--- config.mk ---
export PLATFORM = sky130hd
export DESIGN_NAME = websocket_frame_parser
export DESIGN_NICKNAME = d
export VERILOG_FILES = /design/src/rtl/core/wsfp_pkg.sv /design/src/rtl/core/wsfp_parse.sv /design/src/rtl/core/wsfp_obuf.sv /design/src/rtl/core/websocket_frame_parser.sv
export SDC_FILE = /design/constraint.sdc
export NUM_CORES = 1
export LEC_CHECK = 0
export BUFFER_PORTS_ARGS = -buffer_cell sky130_fd_sc_hd__buf_2
export CORE_UTILIZATION = 52
export DETAILED_ROUTE_END_ITERATION = 8
export GPL_TIMING_DRIVEN = 0
export PLACE_DENSITY = 0.7
export SYNTH_ARGS = -nofsm -noshare
export SYNTH_HDL_FRONTEND = slang
export SYNTH_SLANG_ARGS = --single-unit
--- constraint.sdc ---
create_clock -name clk -period 15.4 [get_ports clk]
set_clock_uncertainty 0.2 [all_clocks]
set_input_delay 1.54 -clock clk [delete_from_list [all_inputs] [get_ports clk]]
set_output_delay 1.54 -clock clk [all_outputs]
set_load 0.1 [all_outputs]
--- src/rtl/core/wsfp_pkg.sv ---
package wsfp_pkg;

    // Width of the decoded length held inside the parser (16 to 64).
    localparam int LENGTH_BITS = 64;

    // Fixed field widths of the stream.
    localparam int BYTE_W        = 8;
    localparam int OPCODE_W      = 4;
    localparam int PAYLOAD_LEN_W = 64;
    localparam int HDR_CNT_W     = 4;

    // Header byte fields and length codes.
    localparam logic [BYTE_W-1:0] FLAG_BIT_MASK = 8'h80;
    localparam logic [BYTE_W-1:0] OPCODE_MASK   = 8'h0F;
    localparam logic [BYTE_W-1:0] LEN_CODE_MASK = 8'h7F;
    localparam logic [6:0]        LEN_CODE_16   = 7'd126;
    localparam logic [6:0]        LEN_CODE_64   = 7'd127;

    // Header byte counts that follow the second header byte.
    localparam logic [HDR_CNT_W-1:0] EXT_BYTES_16 = 4'd2;
    localparam logic [HDR_CNT_W-1:0] EXT_BYTES_64 = 4'd8;
    localparam logic [HDR_CNT_W-1:0] KEY_BYTES    = 4'd4;

    // Result kinds.
    localparam logic KIND_HEADER  = 1'b0;
    localparam logic KIND_PAYLOAD = 1'b1;

    // Width of the packed master-side tdata (rounded up to whole bytes).
    localparam int RES_DATA_BITS = 1 + OPCODE_W + 1 + PAYLOAD_LEN_W + BYTE_W;
    localparam int M_TDATA_W     = ((RES_DATA_BITS + 7) / 8) * 8;

    // One result item.
    typedef struct packed {
        logic                     kind;
        logic                     final_flag;
        logic [OPCODE_W-1:0]      frame_opcode;
        logic                     mask_flag;
        logic [PAYLOAD_LEN_W-1:0] payload_length;
        logic [BYTE_W-1:0]        payload_byte;
        logic                     last;
    } res_t;

endpackage

--- src/rtl/core/wsfp_parse.sv ---
module wsfp_parse (
    input  logic                         clk,
    input  logic                         rst_n,
    input  logic                         in_fire,
    input  logic [wsfp_pkg::BYTE_W-1:0]  in_byte,
    output logic                         res_valid,
    output wsfp_pkg::res_t               res
);
    import wsfp_pkg::*;

    typedef enum logic [1:0] {
        PH_HDR0,
        PH_HDR1,
        PH_EXT,
        PH_DATA
    } phase_t;

    phase_t                 phase_reg, phase_next;
    logic [HDR_CNT_W-1:0]   hdr_cnt_reg, hdr_cnt_next;
    logic                   final_reg, final_next;
    logic [OPCODE_W-1:0]    opcode_reg, opcode_next;
    logic                   masked_reg, masked_next;
    logic [LENGTH_BITS-1:0] len_reg, len_next;
    logic [31:0]            key_reg, key_next;
    logic [LENGTH_BITS-1:0] left_reg, left_next;
    logic [1:0]             kidx_reg, kidx_next;

    logic [HDR_CNT_W-1:0]   key_part;
    logic [HDR_CNT_W-1:0]   ext_cnt;
    logic [HDR_CNT_W-1:0]   hdr_cnt_dec;
    logic [6:0]             len_code;
    logic [BYTE_W-1:0]      key_byte;
    logic [LENGTH_BITS-1:0] left_dec;
    logic                   hdr_done;

    // Helper values for the header and payload steps.
    always_comb
    begin
        len_code    = 7'(in_byte & LEN_CODE_MASK);
        key_part    = masked_reg ? KEY_BYTES : '0;
        hdr_cnt_dec = hdr_cnt_reg - 1'b1;
        left_dec    = left_reg - 1'b1;
        // Key bytes are used from the most significant byte down.
        key_byte    = BYTE_W'(key_reg >> {~kidx_reg, 3'b000});
        if (len_code == LEN_CODE_16)
        begin
            ext_cnt = EXT_BYTES_16;
        end
        else if (len_code == LEN_CODE_64)
        begin
            ext_cnt = EXT_BYTES_64;
        end
        else
        begin
            ext_cnt = '0;
        end
    end

    // Next state and the result for the byte in hand.
    always_comb
    begin
        phase_next   = phase_reg;
        hdr_cnt_next = hdr_cnt_reg;
        final_next   = final_reg;
        opcode_next  = opcode_reg;
        masked_next  = masked_reg;
        len_next     = len_reg;
        key_next     = key_reg;
        left_next    = left_reg;
        kidx_next    = kidx_reg;
        hdr_done     = 1'b0;
        res_valid    = 1'b0;

        unique case (phase_reg)
            PH_HDR0:
            begin
                final_next  = |(in_byte & FLAG_BIT_MASK);
                opcode_next = OPCODE_W'(in_byte & OPCODE_MASK);
                phase_next  = PH_HDR1;
            end
            PH_HDR1:
            begin
                masked_next  = |(in_byte & FLAG_BIT_MASK);
                key_next     = '0;
                len_next     = (ext_cnt == '0) ? LENGTH_BITS'(len_code) : '0;
                hdr_cnt_next = ext_cnt + (masked_next ? KEY_BYTES : '0);
                if (hdr_cnt_next == '0)
                begin
                    hdr_done = 1'b1;
                end
                else
                begin
                    phase_next = PH_EXT;
                end
            end
            PH_EXT:
            begin
                // Length bytes come first, then the masking key.
                if (hdr_cnt_reg > key_part)
                begin
                    len_next = {len_reg[LENGTH_BITS-BYTE_W-1:0], in_byte};
                end
                else
                begin
                    key_next = {key_reg[31-BYTE_W:0], in_byte};
                end
                hdr_cnt_next = hdr_cnt_dec;
                hdr_done     = (hdr_cnt_dec == '0);
            end
            PH_DATA:
            begin
                left_next = left_dec;
                kidx_next = kidx_reg + 1'b1;
                res_valid = 1'b1;
                if (left_dec == '0)
                begin
                    phase_next = PH_HDR0;
                end
            end
            default:
            begin
                phase_next = PH_HDR0;
            end
        endcase

        // A complete header starts the payload or, for an empty frame, the next frame.
        if (hdr_done)
        begin
            res_valid = 1'b1;
            if (len_next == '0)
            begin
                phase_next = PH_HDR0;
            end
            else
            begin
                left_next  = len_next;
                kidx_next  = '0;
                phase_next = PH_DATA;
            end
        end

        res_valid &= in_fire;

        res.final_flag     = final_next;
        res.frame_opcode   = opcode_next;
        res.mask_flag      = masked_next;
        res.payload_length = PAYLOAD_LEN_W'(len_next);
        if (phase_reg == PH_DATA)
        begin
            res.kind         = KIND_PAYLOAD;
            res.payload_byte = in_byte ^ key_byte;
            res.last         = (left_dec == '0);
        end
        else
        begin
            res.kind         = KIND_HEADER;
            res.payload_byte = '0;
            res.last         = (len_next == '0);
        end
    end

    // Parser state, updated on every accepted byte.
    always_ff @(posedge clk or negedge rst_n)
    begin
        if (!rst_n)
        begin
            phase_reg   <= PH_HDR0;
            hdr_cnt_reg <= '0;
            final_reg   <= 1'b0;
            opcode_reg  <= '0;
            masked_reg  <= 1'b0;
            len_reg     <= '0;
            key_reg     <= '0;
            left_reg    <= '0;
            kidx_reg    <= '0;
        end
        else if (in_fire)
        begin
            phase_reg   <= phase_next;
            hdr_cnt_reg <= hdr_cnt_next;
            final_reg   <= final_next;
            opcode_reg  <= opcode_next;
            masked_reg  <= masked_next;
            len_reg     <= len_next;
            key_reg     <= key_next;
            left_reg    <= left_next;
            kidx_reg    <= kidx_next;
        end
    end

`ifndef SYNTHESIS
    // The payload phase always has bytes still due.
    a_left_nonzero: assert property (@(posedge clk) disable iff (!rst_n)
        phase_reg == PH_DATA |-> left_reg != '0)
        else $error("payload phase with no bytes left");

    // The extended header phase always has header bytes still due.
    a_hdr_cnt_range: assert property (@(posedge clk) disable iff (!rst_n)
        phase_reg == PH_EXT |-> (hdr_cnt_reg != '0 &&
                                 hdr_cnt_reg <= EXT_BYTES_64 + KEY_BYTES))
        else $error("header byte count out of range");

    // An unmasked frame never carries a key into its payload.
    a_key_clear: assert property (@(posedge clk) disable iff (!rst_n)
        (phase_reg == PH_DATA && !masked_reg) |-> key_reg == '0)
        else $error("unmasked payload with a nonzero key");
`endif

endmodule

--- src/rtl/core/wsfp_obuf.sv ---
module wsfp_obuf (
    input  logic           clk,
    input  logic           rst_n,
    input  logic           push,
    input  wsfp_pkg::res_t push_data,
    output logic           ready,
    output logic           out_valid,
    input  logic           out_ready,
    output wsfp_pkg::res_t out_data
);
    import wsfp_pkg::*;

    logic out_valid_reg;
    logic skid_valid_reg;
    res_t out_reg;
    res_t skid_reg;
    logic pop;

    assign pop       = out_valid_reg && out_ready;
    assign ready     = !skid_valid_reg;
    assign out_valid = out_valid_reg;
    assign out_data  = out_reg;

    // Output register with a skid stage behind it.
    always_ff @(posedge clk or negedge rst_n)
    begin
        if (!rst_n)
        begin
            out_valid_reg  <= 1'b0;
            skid_valid_reg <= 1'b0;
        end
        else
        begin
            if (!out_valid_reg || pop)
            begin
                if (skid_valid_reg)
                begin
                    out_valid_reg  <= 1'b1;
                    skid_valid_reg <= 1'b0;
                end
                else
                begin
                    out_valid_reg <= push;
                end
            end
            else if (push)
            begin
                skid_valid_reg <= 1'b1;
            end
        end
    end

    // Payload registers need no reset.
    always_ff @(posedge clk)
    begin
        if (!out_valid_reg || pop)
        begin
            if (skid_valid_reg)
            begin
                out_reg <= skid_reg;
            end
            else if (push)
            begin
                out_reg <= push_data;
            end
        end
        else if (push)
        begin
            skid_reg <= push_data;
        end
    end

`ifndef SYNTHESIS
    // The skid stage is only occupied behind a full output register.
    a_skid_behind_out: assert property (@(posedge clk) disable iff (!rst_n)
        skid_valid_reg |-> out_valid_reg)
        else $error("skid stage full while output register empty");

    // No result arrives while the skid stage is full.
    a_no_overflow: assert property (@(posedge clk) disable iff (!rst_n)
        !(push && skid_valid_reg))
        else $error("result pushed into a full buffer");

    // The skid stage fills only when the output was stalled.
    a_skid_fill: assert property (@(posedge clk) disable iff (!rst_n)
        $rose(skid_valid_reg) |-> $past(out_valid_reg && !out_ready))
        else $error("skid stage filled without a stall");
`endif

endmodule

--- src/rtl/core/websocket_frame_parser.sv ---
// Channel  Dir  Fields
// s        in   tdata[7:0] = stream_byte
// m        out  tdata = final_flag, frame_opcode, mask_flag, payload_length,
//                       payload_byte (lowest bit up); tuser = kind; tlast = last
//
// One byte is taken per cycle while s_tready is high; results are registered.
// The parse logic sits between the byte handshake and the output register.
// Reset is asynchronous and active low; it returns the parser to the first
// header byte and empties the output register and skid stage.
// A stall on m fills the skid stage, after which s_tready drops until it drains.
module websocket_frame_parser (
    input  logic                              clk,
    input  logic                              rst_n,
    input  logic                              s_tvalid,
    output logic                              s_tready,
    input  logic [7:0]                        s_tdata,  // stream_byte
    output logic                              m_tvalid,
    input  logic                              m_tready,
    // final_flag, frame_opcode[3:0], mask_flag, payload_length[63:0],
    // payload_byte[7:0], zero padding
    output logic [wsfp_pkg::M_TDATA_W-1:0]    m_tdata,
    output logic                              m_tuser,  // kind
    output logic                              m_tlast   // last
);
    import wsfp_pkg::*;

    logic in_fire;
    logic res_valid;
    res_t res;
    res_t out_res;

    assign in_fire = s_tvalid && s_tready;

    // Header and payload parsing.
    wsfp_parse u_parse (
        .clk       (clk),
        .rst_n     (rst_n),
        .in_fire   (in_fire),
        .in_byte   (s_tdata),
        .res_valid (res_valid),
        .res       (res)
    );

    // Result register and skid stage.
    wsfp_obuf u_obuf (
        .clk       (clk),
        .rst_n     (rst_n),
        .push      (res_valid),
        .push_data (res),
        .ready     (s_tready),
        .out_valid (m_tvalid),
        .out_ready (m_tready),
        .out_data  (out_res)
    );

    // Pack the result fields onto the master side.
    assign m_tdata = M_TDATA_W'({out_res.payload_byte, out_res.payload_length,
                                 out_res.mask_flag, out_res.frame_opcode,
                                 out_res.final_flag});
    assign m_tuser = out_res.kind;
    assign m_tlast = out_res.last;

endmodule
# Yosys cells after proc, flatten, opt, wreduce, memory -nomap -nowiden
# Index checks and enable logic that the tools add are counted.
dict set report totals {
  regBits 336
  inputBits 12
  out_inout_bits 84
  word_cells 97
}
dict set report classes {
  n_addsub 4
  n_lt_le_gt_ge 1
  eq_ne 8
  shifts 1
  n_mux 34
  n_bitwise 4
  n_reduce_logical 20
}
# operator n
set ops {}
lappend ops {{$mux W64} 4}
lappend ops {{$mux W80} 2}
lappend ops {{$logic_not A64 Y1} 2}
lappend ops {{$pmux W64 S2} 1}
lappend ops {{$pmux W32 S2} 1}
lappend ops {{$sub A64 B1 Y64 const B} 1}
lappend ops {{$mux W32} 1}
lappend ops {{$shr A32 B5 Y8} 1}
lappend ops {{$eq A7 B7 Y1 const B} 2}
lappend ops {{$mux W2} 7}
lappend ops {{$logic_not A4 Y1} 3}
lappend ops {{$mux W4} 3}
lappend ops {{$mux W9} 1}
lappend ops {{$mux W1} 8}
lappend ops {{$pmux W4 S2} 1}
lappend ops {{$xor A8 B8 Y8} 1}
lappend ops {{$mux W7} 1}
lappend ops {{$mux W3} 2}
lappend ops {{$pmux W2 S3} 1}
lappend ops {{$reduce_and A2 Y1} 3}
lappend ops {{$reduce_bool A2 Y1} 3}
lappend ops {{$add A4 B4 Y4} 1}
lappend ops {{$eq A2 B2 Y1 const B} 2}
lappend ops {{$gt A4 B4 Y1} 1}
lappend ops {{17 further kinds} 19}

# Depth between registers and ports, before layout
dict set report logic_depth {
  ltp_word 11
  mapped_depth 14
  ltp_nobuf 12
}

# Modules after synthesis
# A second synthesis with hierarchy kept.
dict set report unflattened {
  cells_unflattened 1513
  hier_area_um2 17272.8
}
# module n_inst cells_each area_per_inst_um2 seq_area_each_um2
set by_module_without_submodules {}
lappend by_module_without_submodules {wsfp_parse 1 1250 10991.8 4354.2}
lappend by_module_without_submodules {wsfp_obuf 1 259 6256.0 4854.7}
lappend by_module_without_submodules {websocket_frame_parser 1 4 25.0 0.0}

# Worst setup path before layout
# OpenSTA, ideal clock, no wires.
dict set report synth_path {
  path_type {input to register}
  startpoint {input port s_tdata[7]}
  endpoint {register u_obuf.skid_reg[0] in the netlist's numbering, enable pin}
  setup_ps 616
  arrival_time_ps 7695
  t_required_ps 14584
  slack_ps 6889
  cell_stages 5
  n_path_buf 1
  cell_sequence {clkbuf_1 > nor3_1 > o21a_1 > nor2_1 > nor3_1}
}
dict set report synth_via {
  elab_chain_len 8
}
# element line_no
set synth_rtl {}
lappend synth_rtl {{start: declaration} websocket_frame_parser.sv:16} ;# input logic [7:0] s_tdata,
lappend synth_rtl {{$mux W3} wsfp_parse.sv:86} ;# hdr_cnt_next = ext_cnt + (masked_next ? KEY_BYTES : '0);
lappend synth_rtl {{$add A4 B4 Y4} wsfp_parse.sv:86}
lappend synth_rtl {{$logic_not A4 Y1} wsfp_parse.sv:87} ;# if (hdr_cnt_next == '0)
lappend synth_rtl {{$mux W1} wsfp_parse.sv:87}
lappend synth_rtl {{$pmux W1 S2} wsfp_parse.sv:74} ;# unique case (phase_reg)
lappend synth_rtl {{$mux W1} wsfp_parse.sv:127} ;# if (hdr_done)
lappend synth_rtl {{$and A1 B1 Y1} wsfp_parse.sv:142} ;# res_valid &= in_fire;
lappend synth_rtl {{$reduce_and A2 Y1 (no line)} n/a}
lappend synth_rtl {{end signal: assignment} wsfp_obuf.sv:69} ;# skid_reg <= push_data;
lappend synth_rtl {{end: declaration} wsfp_obuf.sv:16} ;# res_t skid_reg;
# Every way passes these cells.
# A chain may end at the register's enable or synchronous reset.

==> results.yml <==
outcome:
  status: "completed"
timing:
  finalSetupTns_ns: 0
  period_needed_ns: 5.71
  max_slew.worst_pin.slew_ns: 1.23
  timing.fmax_mhz: 175
  setup_violations: 0
  min_period_over_period: 0.371
  rsz0062_at_grt: "no"
  finalHoldViolCount: 0
  drv_slew: 0
  maxSlewHeadroom: 0.176
setup_path:
  reg2reg_depth: 12
  worstPathRequired_ns: 15.67
  r2r_setup_slack_ns: 9.69
  crit_start: "u_parse.hdr_cnt_reg[0]"
  rr_endpoint: "u_parse.left_reg[29]"
  crit_fanout: 10
  crit_arrival_ns: 5.98
  cpPeakStageDelay_ns: 0.94
  crit_type: "reg2reg"
  r2r-start: "u_parse.hdr_cnt_reg[0]"
  end_kind: "register"
  path_cells: "inv_1 -> ha_1 -> a21oi_1 -> o21ai_1 -> a22oi_1 -> inv_1 -> a2111oi_0 -> nand4_1 -> o21ai_1 -> clkbuf_1 -> o32ai_1 -> nor2_1"
  critPathLaunchType: "register"
  crit_slowest_cell: "o21ai_1"
global_route:
  antenna_found_initial: 0
  grt-ovfl-total: 0
  grt_pass1_wl_mm: 83.7
  grt_pass1_vias: 13200
  track_usage: 0.342
  grt_max_degree: 95
yosys:
  yosysSeqAreaShare: 0.556
  synth_edf_count: 160
  post-synth-top-count-cell: "nand2_1"
  yosysWarnings: 0
  yosys.area.top_type: "edfxtp_1"
  synth_commonest_cells: "nand2_1, dfrtp_1, edfxtp_1"
  async_reset_ff_frac: 0.524
  synthFlopType: "dfrtp_1"
  synth_seq_cells: 336
  synth_area_sq_um: 16600
  yosys-top-cells-area: "edfxtp_1, dfrtp_1, nand2_1, mux2_2, a22o_1"
  avgSynthCellArea_sq_um: 10.6
  synthCells: 1570
  synth_top_area_share: 0.290
  synth_cell_types: 84
cells_and_area:
  n_antenna_cell: 0
  layout.nets: 1732
  fillers: 2535
  drive_gt1_frac: 0.164
  area_growth_syn_to_layout_pct: 14.7
route:
  drt_first_pass_iters: 6
  finalWirelength_mm: 54.9
  routedWlPerCell_um: 25.7
  drc: 0
  dr.first_iter.drc_count: 1848
  ant_nets: 0
  dr_total_vias: 13800
  viasPerCell: 6.46
worst_hold_path:
  hp-start: "u_parse.opcode_reg[2]"
  hold_class: "reg2reg"
  min_to: "u_parse.opcode_reg[2]"
  min_path_cells: 2
clock_tree:
  clockBufferDepth: 3
  clk_latency_ns: 0.55
  hold_buffers: 0
  cts_tree: "done"
  cts_made_buffers: 37
  cts.sinks: 336
  cts_root_buffer: "clkbuf_16"
  cts_resized: 0
  clk_pin_slew_ns: 0.06
  post_cts_buffers: 0
  htreeDepth: 2
power_and_ir_drop:
  ir_worst_vdd_uv: 114
  finalPower_uw: 3990
  pwr_density_cell_nw_per_um2: 210
  leakage_uw: 0.00784
flow_run:
  maxCapViolCount: 0
die:
  start_util: 0.535
  core_area_sq_um: 31000
  rows: 64
  die_w_um: 181
  fp.dieH_um: 181
  ios: 96
  dieArea_sq_um: 32600
placement:
  finalWeightedCongestion: 0.989
  dp_hpwl_mm: 39.7
  io_buffers: 92
==> layer usage <==
metal  track usage  vias up  share of wire
li1              -     6067              -
met1         0.482     6790           0.42
met2         0.514      790           0.44
met3        0.0679      149          0.098
met4         0.155        0          0.045
met5             0        -              0
==> critical path, delay by kind of cell, from the launching register on <==
kind / cells / cell delay, ns
compound gates: 6 / 3.19
flops: 1 / 0.41
fa+ha+maj: 1 / 0.25
simple gates: 2 / 0.43
buf+inv: 3 / 1.14
==> cell families (layout without fill, tap and decap cells) <==
| family | after synthesis | after routing | share of synthesized area |
|---|---|---|---|
| AOI/OAI and AO/OA | 330 | 330 | 0.139 |
| xor gates and xnor gates | 37 | 37 | 0.0196 |
| other | 1 | 2 | 0.000226 |
| DFF | 336 | 336 | 0.556 |
| adders and majority gates | 9 | 9 | 0.00680 |
| buffers and inverters | 141 | 310 | 0.0337 |
| and+or+nand+nor | 629 | 629 | 0.181 |
| muxes | 87 | 87 | 0.0644 |
==> cell usage in the layout, fill, tap and decap left out, drive strengths merged, types with 10 or more instances in the layout <==
master  count
or3        20
a22oi      20
nand2     300
nand3      35
xnor2      28
nor4       48
a21oi      62
buf       125
mux2       74
or4        18
a22o       68
clkbuf    130
or2        10
o31ai      14
inv        39
nand4      24
o21ai      75
dfrtp     176
and3       11
nor3       43
edfxtp    160
a31oi      11
nor2       90
==> where the power goes <==
part	switching, uW	internal (uW)	total (uW)	leakage, uW
logic	1320	412	1730	0.00334
clock network	386	584	970	0.000640
registers	132	1160	1290	0.00385
total	1830	2160	3990	0.00784
==> metrics by stage <==
stage	instances	instance area [sq um]	hold WS (ns)	util	setup WS (ns)
final	2136	19000	0.277	0.614	9.69
after floorplan	1571	16600	0.242	-	6.89
after detailed placement	2068	17700	0.263	0.571	10.04
after CTS	2136	19000	0.278	0.614	10.04
after global placement	2059	17500	0.255	0.566	3.45
after global routing	2136	19000	0.305	0.614	9.47
==> worst max-delay path by stage <==
stage | depth (start not counted) | slack [ns] | end
floorplan | 5 | 6.89 | u_obuf.skid_reg[0]
global placement | 6 | 3.45 | u_obuf.skid_reg[45]
detailed placement | 12 | 10.04 | u_parse.left_reg[6]
CTS | 12 | 10.04 | u_parse.left_reg[29]
global route | 12 | 9.47 | u_parse.left_reg[47]
finish | 12 | 9.69 | u_parse.left_reg[29]
==> layout make-up <==
class	count	area, sq um	area share
plain buffers	105	423	0.0222
clock buffers	49	1040	0.0547
clock inverters	19	290	0.0153
inverters	36	135	0.00711
multi-input cells	1094	6820	0.359
flip-flops and latches	336	9210	0.484
well taps	396	495	0.0261
repair buffers	101	601	0.0316
Note: power is estimated with default switching activity, not from simulation.
